### src/hw/rtl/swv_dac_waveform_step_macros.svh
// assertion macros for the square-wave voltammetry waveform step block
`ifndef SWV_DAC_WAVEFORM_STEP_MACROS_SVH
`define SWV_DAC_WAVEFORM_STEP_MACROS_SVH

// condition and consequence in the same cycle
`define SWV_ASSERT_NOW(lbl, ante, cons) \
  lbl: assert property (@(posedge clk_i) disable iff (!rst_ni) (ante) |-> (cons)) \
    else $error("swv check failed");

// consequence in the cycle after the condition
`define SWV_ASSERT_NEXT(lbl, ante, cons) \
  lbl: assert property (@(posedge clk_i) disable iff (!rst_ni) (ante) |=> (cons)) \
    else $error("swv check failed");

`endif

### src/hw/rtl/swv_pkg.sv
// shared types and constants of the square-wave voltammetry waveform step block
package swv_pkg;

  localparam int unsigned RAMP_W  = 22;
  localparam int unsigned VZ_W    = 6;
  localparam int unsigned POS_W   = 16;
  localparam int unsigned BIAS_W  = 12;
  localparam int unsigned DAC_W   = VZ_W + BIAS_W;

  localparam logic [BIAS_W-1:0] BIAS_MAX = 12'd4095;

  // configuration registers as seen by the step logic
  typedef struct packed {
    logic [VZ_W-1:0]          vzero_start;
    logic [VZ_W-1:0]          vzero_peak;
    logic signed [RAMP_W-1:0] ramp_start;
    logic signed [RAMP_W-1:0] pulse;
    logic signed [RAMP_W-1:0] stair;
    logic [POS_W-1:0]         step_count;
  } swv_cfg_t;

  // one sweep update handed from the step logic to the bias logic
  typedef struct packed {
    logic signed [RAMP_W-1:0] ramp;
    logic [VZ_W-1:0]          vzero;
    logic                     was_high;
    logic                     done;
  } swv_upd_t;

endpackage

### src/hw/rtl/swv_step.sv
// sweep state: phase machine, level flag, step position and saturating ramp
module swv_step import swv_pkg::*; (
  input  logic     clk_i,
  input  logic     rst_ni,
  input  logic     adv_i,
  input  logic     restart_i,
  input  swv_cfg_t cfg_i,
  output swv_upd_t upd_o
);

  localparam logic [1:0] PH_START  = 2'd0;
  localparam logic [1:0] PH_FIRST  = 2'd1;
  localparam logic [1:0] PH_SECOND = 2'd2;
  localparam logic [1:0] PH_STOP   = 2'd3;

  localparam int unsigned WIDE_W = RAMP_W + 2;
  localparam logic signed [WIDE_W-1:0] WIDE_MAX = WIDE_W'(22'sh1FFFFF);
  localparam logic signed [WIDE_W-1:0] WIDE_MIN = -(WIDE_W'(22'sh1FFFFF)) - WIDE_W'(1);

  logic [1:0]               phase_q, phase_d, phase_c;
  logic                     level_q, level_c;
  logic [POS_W-1:0]         pos_q, pos_c;
  logic signed [RAMP_W-1:0] ramp_q, ramp_d, ramp_c;
  logic [VZ_W-1:0]          vz_q, vz_d, vz_c;
  logic signed [WIDE_W-1:0] ramp_w, pulse_w, stair_w, half_w, sum_w;

  // restart view of the state, then phase transitions
  always_comb begin
    phase_c = restart_i ? PH_START : phase_q;
    level_c = restart_i | level_q;
    pos_c   = restart_i ? '0 : pos_q;
    ramp_c  = restart_i ? cfg_i.ramp_start : ramp_q;
    vz_c    = restart_i ? '0 : vz_q;
    phase_d = phase_c;
    vz_d    = vz_c;
    unique case (phase_c)
      PH_START: begin
        vz_d    = cfg_i.vzero_start;
        phase_d = PH_FIRST;
      end
      PH_FIRST: begin
        if (pos_c >= (cfg_i.step_count >> 1)) begin
          vz_d    = cfg_i.vzero_peak;
          phase_d = PH_SECOND;
        end
      end
      PH_SECOND: begin
        if (pos_c >= cfg_i.step_count) phase_d = PH_STOP;
      end
      PH_STOP: begin
        phase_d = PH_STOP;
      end
    endcase
  end

  // ramp update with saturation to the 22-bit range
  always_comb begin
    ramp_w  = WIDE_W'(ramp_c);
    pulse_w = WIDE_W'(cfg_i.pulse);
    stair_w = WIDE_W'(cfg_i.stair);
    // half pulse rounds toward zero
    half_w  = (pulse_w + (pulse_w[WIDE_W-1] ? WIDE_W'(1) : WIDE_W'(0))) >>> 1;
    if (level_c) begin
      sum_w = ramp_w - (pulse_w - stair_w);
    end else if (pos_c == POS_W'(1)) begin
      sum_w = ramp_w + half_w;
    end else begin
      sum_w = ramp_w + pulse_w;
    end
    if (sum_w > WIDE_MAX) begin
      ramp_d = WIDE_MAX[RAMP_W-1:0];
    end else if (sum_w < WIDE_MIN) begin
      ramp_d = WIDE_MIN[RAMP_W-1:0];
    end else begin
      ramp_d = sum_w[RAMP_W-1:0];
    end
  end

  // state registers advance once per request
  always_ff @(posedge clk_i or negedge rst_ni) begin
    if (!rst_ni) begin
      phase_q <= PH_START;
      level_q <= 1'b1;
      pos_q   <= '0;
      ramp_q  <= '0;
      vz_q    <= '0;
    end else if (adv_i) begin
      phase_q <= phase_d;
      level_q <= ~level_c;
      pos_q   <= pos_c + POS_W'(1);
      ramp_q  <= ramp_d;
      vz_q    <= vz_d;
    end
  end

  assign upd_o.ramp     = ramp_d;
  assign upd_o.vzero    = vz_d;
  assign upd_o.was_high = level_c;
  assign upd_o.done     = (phase_d == PH_STOP);

endmodule

### src/hw/rtl/swv_bias.sv
// bias code composition: vzero*64 plus ramp, truncate, floor fix-up and clamp
module swv_bias import swv_pkg::*; #(
  parameter int unsigned FRAC_BITS = 8
) (
  input  swv_upd_t         upd_i,
  output logic [DAC_W-1:0] dac_word_o
);

  localparam int unsigned BASE_W = BIAS_W + 1;
  localparam int unsigned SUM_W  =
    ((BASE_W + FRAC_BITS) > RAMP_W ? (BASE_W + FRAC_BITS) : RAMP_W) + 1;
  localparam logic [SUM_W-1:0] FRAC_MASK = SUM_W'((64'd1 << FRAC_BITS) - 64'd1);

  logic [BIAS_W-1:0]       base;
  logic signed [SUM_W-1:0] base_s, base_fx, sum, quo, adj;
  logic [BIAS_W-1:0]       bias;

  always_comb begin
    base    = {upd_i.vzero, 6'd0};
    base_s  = signed'(SUM_W'(base));
    base_fx = signed'(SUM_W'(base) << FRAC_BITS);
    sum     = base_fx + SUM_W'(upd_i.ramp);
    // arithmetic shift floors, so bump negatives with a fraction to truncate
    quo = sum >>> FRAC_BITS;
    if (sum[SUM_W-1] && ((sum & FRAC_MASK) != '0)) quo = quo + SUM_W'(1);
    adj = (quo < base_s) ? quo - SUM_W'(1) : quo;
    // clamp into the 12-bit bias range
    if (adj[SUM_W-1]) begin
      bias = '0;
    end else if (adj > signed'(SUM_W'(BIAS_MAX))) begin
      bias = BIAS_MAX;
    end else begin
      bias = adj[BIAS_W-1:0];
    end
  end

  assign dac_word_o = {upd_i.vzero, bias};

endmodule

### src/hw/rtl/swv_dac_waveform_step.sv
// top level of the square-wave voltammetry waveform step block
//
//  channel  | handshake                    | payload
//  ---------+------------------------------+-----------------------------------------
//  request  | in_valid_i / in_stall_o      | restart_i
//  result   | out_valid_o / out_stall_i    | dac_word_o, phase_high_o, sweep_done_o
//  config   | cfg_we_i                     | cfg_idx_i, cfg_data_i
//
// one request per cycle while in_stall_o is low; a taken request goes on through the step stage and output register
// stages: input register, step stage (sweep state update), output register (bias)
// each stage loads when empty or when the stage after it moves on
// reset clears sweep state and configuration; payload registers are not reset
`include "swv_dac_waveform_step_macros.svh"
module swv_dac_waveform_step import swv_pkg::*; #(
  parameter int unsigned FRAC_BITS = 8
) (
  input  logic              clk_i,
  input  logic              rst_ni,
  input  logic              in_valid_i,
  output logic              in_stall_o,
  input  logic              restart_i,
  output logic              out_valid_o,
  input  logic              out_stall_i,
  output logic [DAC_W-1:0]  dac_word_o,
  output logic              phase_high_o,
  output logic              sweep_done_o,
  input  logic              cfg_we_i,
  input  logic [2:0]        cfg_idx_i,
  input  logic [RAMP_W-1:0] cfg_data_i
);

  localparam logic [2:0] REG_VZ_START  = 3'd0;
  localparam logic [2:0] REG_VZ_PEAK   = 3'd1;
  localparam logic [2:0] REG_RAMP_INIT = 3'd2;
  localparam logic [2:0] REG_PULSE     = 3'd3;
  localparam logic [2:0] REG_STAIR     = 3'd4;
  localparam logic [2:0] REG_STEPS     = 3'd5;

  swv_cfg_t         cfg_q;
  logic             s1_vq, s2_vq, out_vq;
  logic             restart_q;
  swv_upd_t         upd, s2_upd_q;
  logic [DAC_W-1:0] dac_word, dac_word_q;
  logic             phase_high_q, sweep_done_q;
  logic             out_ld, s2_ld, s1_ld, step_fire;

  // configuration writes
  always_ff @(posedge clk_i or negedge rst_ni) begin
    if (!rst_ni) begin
      cfg_q <= '0;
    end else if (cfg_we_i) begin
      unique case (cfg_idx_i)
        REG_VZ_START:  cfg_q.vzero_start <= cfg_data_i[VZ_W-1:0];
        REG_VZ_PEAK:   cfg_q.vzero_peak  <= cfg_data_i[VZ_W-1:0];
        REG_RAMP_INIT: cfg_q.ramp_start  <= cfg_data_i;
        REG_PULSE:     cfg_q.pulse       <= cfg_data_i;
        REG_STAIR:     cfg_q.stair       <= cfg_data_i;
        REG_STEPS:     cfg_q.step_count  <= cfg_data_i[POS_W-1:0];
        default: ;
      endcase
    end
  end

  // stage load enables, back to front
  assign out_ld     = !out_vq || !out_stall_i;
  assign s2_ld      = !s2_vq || out_ld;
  assign s1_ld      = !s1_vq || s2_ld;
  assign step_fire  = s1_vq && s2_ld;
  assign in_stall_o = !s1_ld;

  // input register
  always_ff @(posedge clk_i or negedge rst_ni) begin
    if (!rst_ni) begin
      s1_vq <= 1'b0;
    end else if (s1_ld) begin
      s1_vq <= in_valid_i;
    end
  end

  always_ff @(posedge clk_i) begin
    if (s1_ld && in_valid_i) restart_q <= restart_i;
  end

  // sweep state update
  swv_step u_step (
    .clk_i     (clk_i),
    .rst_ni    (rst_ni),
    .adv_i     (step_fire),
    .restart_i (restart_q),
    .cfg_i     (cfg_q),
    .upd_o     (upd)
  );

  always_ff @(posedge clk_i or negedge rst_ni) begin
    if (!rst_ni) begin
      s2_vq <= 1'b0;
    end else if (s2_ld) begin
      s2_vq <= s1_vq;
    end
  end

  always_ff @(posedge clk_i) begin
    if (step_fire) s2_upd_q <= upd;
  end

  // bias composition
  swv_bias #(
    .FRAC_BITS (FRAC_BITS)
  ) u_bias (
    .upd_i      (s2_upd_q),
    .dac_word_o (dac_word)
  );

  // output register
  always_ff @(posedge clk_i or negedge rst_ni) begin
    if (!rst_ni) begin
      out_vq <= 1'b0;
    end else if (out_ld) begin
      out_vq <= s2_vq;
    end
  end

  always_ff @(posedge clk_i) begin
    if (out_ld && s2_vq) begin
      dac_word_q   <= dac_word;
      phase_high_q <= s2_upd_q.was_high;
      sweep_done_q <= s2_upd_q.done;
    end
  end

  assign out_valid_o  = out_vq;
  assign dac_word_o   = dac_word_q;
  assign phase_high_o = phase_high_q;
  assign sweep_done_o = sweep_done_q;

  // checks on pipeline occupancy and restart handling
  `SWV_ASSERT_NEXT(a_s1_holds, s1_vq && !s2_ld, s1_vq)
  `SWV_ASSERT_NEXT(a_out_drains, out_vq && !out_stall_i && !s2_vq, !out_vq)
  `SWV_ASSERT_NEXT(a_restart_high, step_fire && restart_q, s2_vq && s2_upd_q.was_high)

endmodule
### config.mk
export PLATFORM = sky130hd
export DESIGN_NAME = swv_dac_waveform_step
export DESIGN_NICKNAME = d
export VERILOG_FILES = /design/src/hw/rtl/swv_pkg.sv /design/src/hw/rtl/swv_step.sv /design/src/hw/rtl/swv_bias.sv /design/src/hw/rtl/swv_dac_waveform_step.sv
export VERILOG_INCLUDE_DIRS = /design/src /design/src/hw/rtl
export SDC_FILE = /design/constraint.sdc
export NUM_CORES = 1
export LEC_CHECK = 0
export ABC_AREA = 1
export BUFFER_PORTS_ARGS = -buffer_cell sky130_fd_sc_hd__buf_2
export CAP_MARGIN = 20
export CORE_MARGIN = 1.5
export CORE_UTILIZATION = 44
export CTS_BUF_LIST = sky130_fd_sc_hd__clkbuf_8
export DETAILED_ROUTE_END_ITERATION = 10
export GPL_TIMING_DRIVEN = 0
export SKIP_CTS_REPAIR_TIMING = 1
export SYNTH_ARGS = -nofsm -noshare
export SYNTH_HDL_FRONTEND = slang
export SYNTH_SLANG_ARGS = --single-unit
### constraint.sdc
create_clock -name clk_i -period 5.55 [get_ports clk_i]
set_input_delay 1.665 -clock clk_i [delete_from_list [all_inputs] [get_ports clk_i]]
set_output_delay 1.665 -clock clk_i [all_outputs]
set_load 0.01 [all_outputs]
### Yosys cells after proc, flatten, opt, wreduce, memory -nomap -nowiden

Cells that the tools add are included.
Widths: inputs -> output; s select.

* flip-flop bits (word level): 195
* input port bits: 31
* word-level logic and storage cells: 88

* add/subtract/negate cells: 9
* magnitude comparators: 6
* equality and inequality tests: 10
* mux-type cells: 17
* bitwise logic cells: 2
* reductions and logical operators: 21

Operators by type and width (number)
* $mux 22: 3
* $mux 24: 2
* $mux 23: 2
* $add 22x23->24: 1
* $gt 24x22->1 const B: 1
* $lt 24x22->1 const B: 1
* $sub 22x23->24: 1
* $add 21x22->23: 1
* $add 22x2->23: 1
* $add 22x22->23: 1
* $gt 23x13->1 const B: 1
* $lt 23x13->1: 1
* $reduce_bool 23->1: 1
* $sub 22x22->23: 1
* $sub 23x2->23 const B: 1
* $add 15x2->16 const B: 1
* $add 16x1->16 const B: 1
* $eq 16x1->1 const B: 1
* $ge 16x15->1: 1
* $ge 16x16->1: 1
* $mux 16: 1
* $mux 12: 1
* $mux 6: 2
* $pmux 6 s2: 1
* other kinds (16): 36

### Depth between registers and ports, before layout

* depth after elaboration: 8
* gate-level depth with buffers: 33

### Hierarchy

A second synthesis with hierarchy kept.

* cell total of the unflattened synthesis: 2219
* area, all modules: 15733.8 um2

Modules (own cells, without submodules)
* swv_step: instances 1, cells an instance 1386, area each 8405.6 um2
* swv_dac_waveform_step: instances 1, cells an instance 466, area each 5371.4 um2
* swv_bias: instances 1, cells an instance 367, area each 1956.9 um2

### Least setup slack after synthesis

OpenSTA, ideal clock, no wires.

* kind: register to register
* start point: register cfg_q[59] in the netlist's numbering
* end point: register s2_upd_q[10] in the netlist's numbering, data pin
* library setup time: 261 ps
* arrival time: 3845 ps
* path slack: 1444 ps
* cell stages (with the launch flop): 30
* cell sequence: dfrtp_1 > nand2_1 > inv_1 > ha_1 > nand3_1 > nor2_1 > nand3_1 > nor2_1 > inv_1 > nor4_1 > nand3_1 > nor3_1 > nand2_1 > xor2_1 > inv_1 > ha_1 > nand2_1 > nor2_1 > nand2_1 > nor4_1 > nand2_1 > nand3_1 > nand2_1 > nand2_1 > nand2_1 > nand2_1 > a21oi_1 > o21ai_1 > buf_2 > nand2_1

* word-level cells in the longest chain between the ends: 8

RTL lines
* start: declaration: line swv_dac_waveform_step.sv:39 `swv_cfg_t cfg_q;`
* $mux 1: line swv_step.sv:62 `half_w = (pulse_w + (pulse_w[WIDE_W-1] ? WIDE_W'(1) : WIDE_W'(0))) >>> 1;`
* $add 22x2->23: line swv_step.sv:62
* $add 22x23->24: line swv_step.sv:66 `sum_w = ramp_w + half_w;`
* $mux 24: line swv_step.sv:65 `end else if (pos_c == POS_W'(1)) begin`
* $mux 24 *: line swv_step.sv:63 `if (level_c) begin`
* $lt 24x22->1: line swv_step.sv:72 `end else if (sum_w < WIDE_MIN) begin`
* $mux 22: line swv_step.sv:72
* $mux 22 *: line swv_step.sv:70 `if (sum_w > WIDE_MAX) begin`
* via u_step.ramp_d[2]: line swv_step.sv:23 `logic signed [RAMP_W-1:0] ramp_q, ramp_d, ramp_c;`
* end signal: assignment: line swv_dac_waveform_step.sv:103 `if (step_fire) s2_upd_q <= upd;`
* end: declaration: line swv_dac_waveform_step.sv:42 `swv_upd_t upd, s2_upd_q;`

Mark *: on every way through the listed nets, which the timed path passes. The rest lies on a longest branch.
A chain may end at the register's enable or synchronous reset.

### Worst setup path in the final report

* start point: register restart_q
* end point: register u_step.ramp_q[8]

* word-level cells in the longest chain between the ends: 7

RTL lines
* start: declaration: line swv_dac_waveform_step.sv:41 `logic restart_q;`
* start signal: assignment: line swv_dac_waveform_step.sv:81 `if (s1_ld && in_valid_i) restart_q <= restart_i;`
* $mux 22 or $mux 16 (tied branches): line swv_step.sv:32, swv_step.sv:31
* $add 22x23->24, or another cell as far along: line swv_step.sv:66
* $mux 24: line swv_step.sv:65
* $mux 24 *: line swv_step.sv:63
* $lt 24x22->1: line swv_step.sv:72
* $mux 22: line swv_step.sv:72
* $mux 22 *: line swv_step.sv:70
* via u_step.ramp_d[8]: line swv_step.sv:23
* end signal: assignment: line swv_step.sv:91 `ramp_q <= ramp_d;`
* end: declaration: line swv_step.sv:23

Marks and branches as above.

==> summary.md <==
| Metric | Value |
|---|---|
| Comb pwr share | between 60 and 70% |
| H-tree depth | 4 |
| CTS tree | done |
| Final WS setup | 0.371 ns |
| Setup Skew | about 0.018 ns |
| Initial antenna violation count | 2 |
| Syn Inst Count | approximately 2100 |
| Net switching power | approximately 4.6 mW |
| Die width | between 150 and 200 µm |
| Main synth FF type | dfrtp_1 |
| Fmax | just under 0.2 GHz |
| Core Area | about 34000 µm² |
| Worst path bufs/invs | 8 |
| CP cell instances | buf_2, inv_2, buf_2, clkbuf_1, or2_2, o21ai_0, fa_1, inv_1, ha_1, a21oi_1, inv_1, a21oi_1, o21ai_0, a21oi_1, o21ai_0, xor2_1, o21ai_1, inv_1, nand2_1, buf_2, nand2_1, nand2_1, nand2_1, nand2_1 |
| Measured slew at the worst slew-check pin | between 0.9 and 1 ns |
| Detailed Place HPWL | 35.8 mm |
| Max rail drop VDD | roughly 0.22 mV |
| Syn. warnings | 0 |
| Clock power frac | a little over a tenth |
| Vias per inst | approximately 5.2 |
| ANT nets after route | 0 |
| Final core occ | roughly half |
| Sequential area share after synthesis | approximately 34% |
| CP startpoint | restart_q |
| Yosys cell types | 52 |
| DR DRC count | 0 |
| Initial core utilization | between 40% and 50% |
| Largest net degree at the start of global routing | 92 |
| Clock latency on the worst-skew pair | ~0.49 ns |
| EDFF count, synth | 51 |
| Reg clk slew, reported paths | about 0.12 ns |
| Die Span Y | roughly 190 µm |
| Slew headroom | between 30 and 40% |
| Storage element area | between 5000 and 6000 µm² |
| Port bufs | 52 |
| RSZ-0062 raised after global routing | no |
| Asr flop ratio synth | 73.8% |
| Starting DRT DRC Count | 1100 |
| Slowest stage delay, CP | 0.56 ns |
| CP Launch Type | flop |
| Yosys reg bits | 195 |
| Crit path kind | reg -> reg |
| CP Data Arrival Time | 5.60 ns |
| Fin crit period | approximately 5.2 ns |
| Worst hold margin | approximately 0.43 ns |
| Pwr Density | ~540 nW/µm² |
| First-pass GRT wire length | 70.2 mm |
| Design Power | around 8.9 mW |
| Net count after synthesis | roughly 2300 |
| Setup WS pre-CTS | -0.188 ns |
| Multi-input gate area | 8730 µm² |
| Max Cap Viol | 0 |
| Cell area after synthesis | approximately 15000 µm² |
| Share of layout cells above drive strength 1 | under 10% |
| Die ar. | 35900 µm² |
| Area growth syn-to-layout | 8.80% |
| Total GRT Usage | ~25% |
| RR Endpoint | u_step.ramp_q[8] |
| Sequential share of power | between 20% and 30% |
| Fin nets | about 2400 |
| Final period util | slightly above 90% |
| Cell with the largest stage delay on the worst path | fa_1 |
| Clk buf depth | 2 |
| DR WL/cell | between 15 and 20 µm |
| CTS buffer count | 17 |
| Vias in the first global route | roughly 13000 |
| CP endpoint | u_step.ramp_q[8] |
| Fin. Hold Viols | 0 |
| Slew Limit Fails | 0 |
| RD Place Congestion | roughly 0.94 |
| R2r setup slk | between 0.3 and 0.4 ns |
| RR Startpoint | restart_q |
| Total Routed Length | about 45 mm |
| Drt first pass iters | 7 |
| Most Frequent Cell on Critical Path | nand2_1 |
| Ports | 53 |
| Reg2reg path depth | 24 |
| Endpoints failing setup | 0 |
| Crit path required time | approximately 6 ns |
| Number of core rows | a little under 70 |
| Aggregate global routing overflow | 0 |
| Worst setup EP type | flop |
| # fillers | about 3500 |
| # clock sinks | approximately 200 |
| Leakage | about 8.4 nW |
| Via Count | 13900 |
| Outcome | finished clean |
| Int Power | 4.33 mW |
| Cell family with most CP delay | compound AO/OA/AOI/OAI gates |
| Antenna Cells | 0 |
| Synthesized area per cell | between 7 and 8 µm² |
| Root Driver | clkbuf_8 |
| Hold WC Path Type | reg -> reg |
| Sw Share | 51.5% |
| Worst path depth | 24 |
| CP max FO | 10 |
[power groups by stage]
stage | combinational, mW | clock, mW | sequential [mW]
6_report | 5.69 | 0.979 | 2.27
5_1_grt | 6.45 | 1.04 | 2.31
4_1_cts | 5.61 | 0.994 | 2.27
3_5_place_dp | 5.58 | 0 | 2.30
3_3_place_gp | 5.50 | 0 | 2.29
2_1_floorplan | 4.18 | 0 | 2.23
[Yosys cell counts, drive strengths merged (6+ instances only)]
cell | number | area share (%)
buf | 13 | 0.58
nand3b | 6 | 0.29
edfxtp | 51 | 10
a21oi | 126 | 4.1
or2 | 27 | 1.1
nand2 | 566 | 14
inv | 323 | 7.9
o21bai | 9 | 0.44
nand3 | 101 | 3.5
nand4 | 27 | 1.1
nor3 | 24 | 0.82
a31oi | 13 | 0.53
xor2 | 47 | 2.7
xnor2 | 22 | 1.3
o21ai | 232 | 7.6
nor2 | 151 | 4.1
fa | 25 | 3.3
ha | 114 | 9.3
dfrtp | 143 | 23
clkbuf | 41 | 1.0
o211ai | 16 | 0.79
a21o | 8 | 0.39
nor4 | 10 | 0.41
[kinds of logic after synthesis]
logic type | synth area share, %
buffers and inverters | 9.54
adders and majority gates | 12.6
muxes | 0.0654
xor gates and xnor gates | 4.00
AOI/OAI and AO/OA | 14.7
DFF | 33.6
and+or+nand+nor | 25.5
[state kept, by name (all words and copies together), names as in the netlist]
name and flops:
out_valid_o 1, u_step.ramp_q 22, s2_upd_q 30, u_step.pos_q 16
u_step.phase_q 2, cfg_q 94, u_step.level_q 1, dac_word_o 18
s1_vq 1, phase_high_o 1, restart_q 1, sweep_done_o 1
s2_vq 1, u_step.vz_q 6
[through the flow]
step	instance area, µm²	setup TNS, ns	cells
2_1_floorplan	15300	0	2117
6_report	16600	0	2661
4_1_cts	16600	-6.55	2658
3_5_place_dp	16200	-4.65	2626
3_3_place_gp	16100	-0.989	2624
5_1_grt	16600	0	2661
[cell usage in the layout (no fill, tap or decap), types with 3 or more instances in the layout]
master / instances
clkbuf_8: 17
nand3_2: 4
o211ai_1: 16
nor2_1: 133
ha_1: 114
nor4_1: 9
clkinvlp_4: 3
buf_6: 5
nand3_1: 96
xor2_1: 46
or2_2: 26
inv_8: 5
a21o_1: 8
o21bai_1: 9
o21a_1: 3
fa_1: 25
buf_2: 58
nand4_1: 27
xnor2_1: 22
edfxtp_1: 51
a21oi_1: 124
inv_1: 321
o21ai_1: 6
clkbuf_2: 3
nand2_1: 557
o22ai_1: 3
nor2_2: 15
inv_2: 4
nor3_1: 22
a211oi_1: 3
nand3b_1: 6
nand2_2: 9
dfrtp_2: 3
o21ai_0: 224
clkbuf_1: 38
dfrtp_1: 140
a31oi_1: 13
[per-layer routing]
layer / up-vias / share of wire (%) / track usage (%)
li1: 7039 / - / -
met1: 6463 / 47 / 35.4
met2: 359 / 44 / 39.5
met3: 59 / 6.1 / 4.93
met4: 0 / 2.3 / 7.02
met5: - / 0 / 0
[worst min path at each step]
stage,from,end,slack (ns),cells past startpoint
2_1_floorplan,s2_upd_q[1],phase_high_o,0.40,0
3_3_place_gp,s2_upd_q[0],sweep_done_o,0.41,0
3_5_place_dp,s2_upd_q[0],sweep_done_o,0.41,0
4_1_cts,s2_upd_q[0],sweep_done_o,0.44,0
5_1_grt,s2_upd_q[0],sweep_done_o,0.44,0
6_report,s2_upd_q[0],sweep_done_o,0.43,0
[layout make-up]
type | count | share of cell area (%)
Buffer | 54 | 1.50
Clock buffer | 17 | 1.41
Clock inverter | 15 | 1.04
Inverter | 324 | 7.31
Multi-Input combinational cell | 1544 | 52.5
Sequential cell | 195 | 30.9
Tap cell | 455 | 3.42
Timing Repair Buffer | 57 | 1.99
(Power assumes the default switching activity.)
